`src/rtl/compacting_value_list_macros.svh`:
```
// assertion macros used by the compacting value list rtl
`ifndef COMPACTING_VALUE_LIST_MACROS_SVH
`define COMPACTING_VALUE_LIST_MACROS_SVH

// antecedent implies consequent in the same cycle
`define CVL_ASSERT_IMP(lbl, ante, cons, msg) \
   lbl: assert property (@(posedge clock) disable iff (reset) (ante) |-> (cons)) \
      else $error(msg);

// antecedent implies consequent in the following cycle
`define CVL_ASSERT_NEXT(lbl, ante, cons, msg) \
   lbl: assert property (@(posedge clock) disable iff (reset) (ante) |=> (cons)) \
      else $error(msg);

`endif

```
`src/rtl/cvl_pkg.sv`:
```
// shared types and constants of the compacting value list
`default_nettype none

package cvl_pkg;

   localparam int DATA_W  = 32;
   localparam int INDEX_W = 6;

   typedef enum logic [1:0] {
      OP_APPEND = 2'd0,
      OP_DUMP   = 2'd1,
      OP_SEARCH = 2'd2,
      OP_DELETE = 2'd3
   } op_type;

   typedef enum logic [1:0] {
      ST_OK       = 2'd0,
      ST_FULL     = 2'd1,
      ST_NOTFOUND = 2'd2,
      ST_EMPTY    = 2'd3
   } status_type;

   // per-cell control from the sequencer
   typedef struct packed {
      logic compare;
      logic live;
      logic load;
      logic shift;
      logic wrap;
   } cell_ctl_type;

endpackage

`default_nettype wire

```
`src/rtl/cvl_cell.sv`:
```
// one list slot: holds an entry, compares it, passes it to its lower neighbor
`default_nettype none

module cvl_cell import cvl_pkg::*; (
   input  logic                     clock,
   input  cell_ctl_type             ctl,
   input  logic signed [DATA_W-1:0] key,
   input  logic signed [DATA_W-1:0] next_data,
   input  logic signed [DATA_W-1:0] head_data,
   output logic signed [DATA_W-1:0] data,
   output logic                     hit
);

   logic signed [DATA_W-1:0] data_ff, data_in;
   logic                     hit_ff, hit_in;

   always_comb begin
      data_in = data_ff;
      if (ctl.load) begin
         data_in = key;
      end else if (ctl.shift) begin
         data_in = next_data;
      end else if (ctl.wrap) begin
         data_in = head_data;
      end
      hit_in = hit_ff;
      if (ctl.compare) begin
         hit_in = ctl.live && (data_ff == key);
      end
   end

   always_ff @(posedge clock) begin
      data_ff <= data_in;
      hit_ff  <= hit_in;
   end

   assign data = data_ff;
   assign hit  = hit_ff;

endmodule

`default_nettype wire

```
`config.mk`:
```
export PLATFORM = sky130hd
export DESIGN_NAME = cvl_cell
export DESIGN_NICKNAME = d
export VERILOG_FILES = /design/src/rtl/compacting_value_list_macros.svh /design/src/rtl/cvl_pkg.sv /design/src/rtl/cvl_cell.sv
export SDC_FILE = /design/constraint.sdc
export NUM_CORES = 1
export LEC_CHECK = 0
export ABC_AREA = 1
export BUFFER_PORTS_ARGS = -buffer_cell sky130_fd_sc_hd__buf_4
export CORE_ASPECT_RATIO = 0.8
export CORE_MARGIN = 2
export CORE_UTILIZATION = 36
export DETAILED_ROUTE_END_ITERATION = 6
export GPL_TIMING_DRIVEN = 0
export PLACE_DENSITY = 0.69
export SETUP_SLACK_MARGIN = 0.5
export SYNTH_ARGS = -nofsm -noshare
export SYNTH_HDL_FRONTEND = slang
export SYNTH_SLANG_ARGS = --single-unit
```
`constraint.sdc`:
```
create_clock -name clock -period 2 [get_ports clock]
set_clock_uncertainty 0.05 [all_clocks]
set_input_delay 0.2 -clock clock [delete_from_list [all_inputs] [get_ports clock]]
set_output_delay 0.2 -clock clock [all_outputs]
set_load 0.02 [all_outputs]
```
### Word-level counts from Yosys, hierarchy flattened

Cells that the tools add are included.

* input bits: 102
* output and inout port bits: 33
* flip-flop bits (word level): 33

* eq/ne operators: 1
* reduce and logical (&&, ||, !) cells: 2
* mux-type cells: 3

Operators by type and width (count)
* $mux W32: 3
* $eq A32 B32 Y1: 1
* $reduce_bool A3 Y1: 1
* $logic_and A1 B1 Y1: 1

### Longest topological paths before layout

* depth after elaboration: 3
* depth in mapped cells: 8

### Least setup slack after synthesis

No wires, ideal clock.

* path type: input to register
* from: in ctl[1] (netlist bit)
* to: reg data_ff[0], in the netlist data[0], enable pin
* stages on the path: 4
* required time: 1561 ps
* library setup time: 389 ps
* path buffers: 2
* data arrival time: 1251 ps
* slack: 310 ps
* cell sequence: buf_4 buf_2 nor2_1 nand2_1

* cells in the longest elaborated chain, start to end: 1

Ends and longest elaborated chain
* from (decl): RTL line cvl_cell.sv:6 `input cell_ctl_type ctl,`
* $reduce_bool A3 Y1 (no source line)
* to (signal assigned): RTL line cvl_cell.sv:33 `data_ff <= data_in;`
* to (decl): RTL line cvl_cell.sv:14 `logic signed [DATA_W-1:0] data_ff, data_in;`

No other way between the ends.
A chain may end at the register's enable or synchronous reset.

### Final worst setup path

* from: reg data_ff[28], in the netlist data[28]
* to: reg hit_ff, in the netlist hit (data pin)

* cells in the longest elaborated chain, start to end: 2

Ends and longest elaborated chain
* $eq A32 B32 Y1: RTL line cvl_cell.sv:28 `hit_in = ctl.live && (data_ff == key);`
* $logic_and A1 B1 Y1: RTL line cvl_cell.sv:28
* to (signal assigned): RTL line cvl_cell.sv:34 `hit_ff <= hit_in;`
* to (decl): RTL line cvl_cell.sv:15 `logic hit_ff, hit_in;`

No other way between the ends.

==> impl_metrics.csv <==
group,metric,value,unit
cells_and_area,area_delta_synth_final,53.08,%
sta,maxSlewHeadroom,68.62,%
sta,clock.fmax,785.2,MHz
detailed_routing,route.met3.wl,417,um
setup_path,cp-start-kind,"flip-flop",
place,dpl.cell_count,508,
detailed_routing,drc_errors,0,
sta,hold_viol_final,0,
logic_synthesis,yosys_warnings,0,
cts,numCtsBuffers,5,
setup_path,end_kind,"flip-flop",
place,place_congestion,0.8899,
global_routing,grt_max_degree,33,
floorplan,die_height,74.10,um
cells_and_area,n_fill_cell,593,
place,portBuffers,132,
setup_path,cpPeakStageDelay,0.41,ns
worst_hold_path,hold_depth,1,
logic_synthesis,postSynthCellCount,295,
logic_synthesis,avgSynthCellArea,7.494,um^2
setup_path,reg2regPathDepth,8,
logic_synthesis,postSynthNetCount,397,
global_routing,grt_pass1_vias,2374,
detailed_routing,drt_iter0_markers,97,
floorplan,initial_core_util,37.40,%
sta,slew_viol_final,0,
pwr,powerDensity,611.0,mW/mm^2
detailed_routing,highest_layer,"met4",
setup_path,cp_common_cell,"nor2_1",
floorplan,std_cell_rows,25,
floorplan,die_w,91.62,um
cells_and_area,fin_nets,536,
cts,h-tree-depth,2,
detailed_routing,wire_per_inst,14.38,um
run,drv_cap,0,
cts,cts.root.buffer_cell,"clkbuf_8",
setup_path,critical_path_class,"reg2reg",
cts,insertion_delay,0.28,ns
cts,ctsResizeCount,0,
sta,finalCritPeriodShare,63.68,%
logic_synthesis,syn-cell-area,0.002211,mm^2
floorplan,ios,135,
setup_path,r2r_setup_slack,0.73,ns
cells_and_area,drive_gt1_share,37.18,%
sta,whs,0.06277,ns
cts,path_clk_slew,0.07,ns
sta,rsz0062_at_grt,"no",
floorplan,core,0.005912,mm^2
setup_path,r2r_start,"data[28]$_DFFE_PP_",
setup_path,critPathSlowestCell,"edfxtp_1",
global_routing,grt_usage,21.61,%
global_routing,antenna_found_initial,0,
global_routing,grt_overflow_total,0,
setup_path,worstPathArrival,1.27,ns
setup_path,cp.required,1.99,ns
worst_hold_path,hold_path_end,"hit$_DFFE_PP_",
run_status,status,"completed",
global_routing,grt_pass1_wl,11360,um
place,post-dp-hpwl,5735,um
pwr,ir_drop,0.3056,mV
detailed_routing,wl_met2,3517,um
sta,setup_viol,0,
worst_hold_path,worstHoldPathType,"in2reg",
detailed_routing,vias,2432,
detailed_routing,routed_wl,7389,um
sta,tightest_slew,0.4702,ns
worst_hold_path,min_from,"ctl[4]",
setup_path,r2r-end,"hit$_DFFE_PP_",
setup_path,crit_fanout,3,
logic_synthesis,yosysSeqAreaShare,44.82,%
cts,cts_setup_buffers,0,
cts,clockBufferDepth,2,
detailed_routing,drt.antenna.violating_nets,0,
detailed_routing,drt_first_pass_iters,4,
setup_path,worstPathCellList,"nand2_1 > inv_1 > nor2_1 > nor2_1 > nand2_1 > nor2_1 > nand3_1 > nor2_1",
cts,clock_sinks,33,
detailed_routing,via_per_inst,4.732,
logic_synthesis,ys_seq_elements,33,
cts,cts_tree,"done",
floorplan,dieArea,0.006788,mm^2
cells_and_area,final_cells,514,
sta,fin_crit,1.274,ns
logic_synthesis,synth_cell_type_count,18,
pwr,leakage,1.740,nW
detailed_routing,met1_length,3314,um
cts,holdBufCountCts,0,
cells_and_area,antenna_cells,0,
sta,tns,0,ns
==> flip-flops by register name, summed over array words and instances (netlist names) <==
signal  count
data       32
hit         1
==> placed cells by master, fill, tap and decap left out, drive strengths merged <==
| master | instances |
|---|---|
| o21ai | 5 |
| a22oi | 20 |
| xor2 | 3 |
| xnor2 | 6 |
| inv | 40 |
| o211ai | 2 |
| edfxtp | 33 |
| a21oi | 45 |
| nor3 | 1 |
| buf | 146 |
| nand2 | 92 |
| clkbuf | 5 |
| nand3 | 2 |
| clkinv | 2 |
| nor2 | 31 |
==> power breakdown <==
group	internal, mW	switching, mW
registers	0.856	0.0565
clock network	0.229	0.238
logic	0.333	0.355
==> worst max-delay path: cells and delay by family, from the launching register on <==
| kind | cells | cell delay [ns] |
|---|---|---|
| buffers and inverters | 1 | 0.03 |
| DFF | 1 | 0.41 |
| and+or+nand+nor | 7 | 0.55 |
==> logic make-up (layout without fill, tap and decap cells) <==
kind of cell,count (synthesis),after routing,share of synthesized area [%]
xor+xnor,9,9,3.566
simple gates,126,126,21.56
flops,33,33,44.82
compound gates,72,72,18.79
buf+inv,55,193,11.26
==> cell usage after synthesis (all sizes together) <==
cell type  count  share of area, %
a21oi         45                10
a22oi         20               6.8
buf           14               4.2
clkinv         1              0.23
edfxtp        33                45
inv           40               6.8
nand2         92                16
nand3          2              0.45
nor2          31               5.3
nor3           1              0.23
o211ai         2              0.68
o21ai          5               1.1
xnor2          6               2.4
xor2           3               1.2
==> worst max-delay path by stage <==
stage | from | to | slack [ns] | depth (start not counted)
after detailed placement | ctl[2] | data[23]$_DFFE_PP_ | 0.26 | 4
after global routing | data[23]$_DFFE_PP_ | hit$_DFFE_PP_ | 0.61 | 7
after floorplan | ctl[1] | data[0]$_DFFE_PP_ | 0.61 | 4
final | data[28]$_DFFE_PP_ | hit$_DFFE_PP_ | 0.73 | 8
after global placement | ctl[1] | data[23]$_DFFE_PP_ | 0.29 | 4
after CTS | ctl[2] | data[1]$_DFFE_PP_ | 0.55 | 4
==> stage by stage <==
stage | instance area (um^2) | util, % | setup WS, ns | power [mW]
detailed placement | 3306 | 55.92 | 0.2598 | 1.615
global route | 3385 | 57.25 | 0.6119 | 2.180
global placement | 3306 | 55.92 | 0.2866 | 1.604
finish | 3385 | 57.25 | 0.7264 | 2.068
CTS | 3379 | 57.16 | 0.5539 | 2.086
floorplan | 2213 | - | 0.6052 | 1.258
==> routing by layer <==
layer / vias to the layer above / global-route usage, %
met2: 84 / 36.11
met4: 0 / 7.744
met1: 1095 / 28.59
met3: 10 / 4.053
met5: - / 0
li1: 1243 / -
==> cell type report <==
cell class                      instances  area [um^2]  share of cell area (%)
Buffer                                 14        93.84                   2.773
Clock inverter                          1        5.005                  0.1479
Inverter                               41        155.1                   4.584
Timing Repair Buffer                  132        991.0                   29.28
Tap cell                               81        101.3                   2.994
Sequential cell                        33        991.0                   29.28
Multi-Input combinational cell        207        978.4                   28.91
Clock buffer                            5        68.82                   2.033
Power figures use the tool's default switching activity.
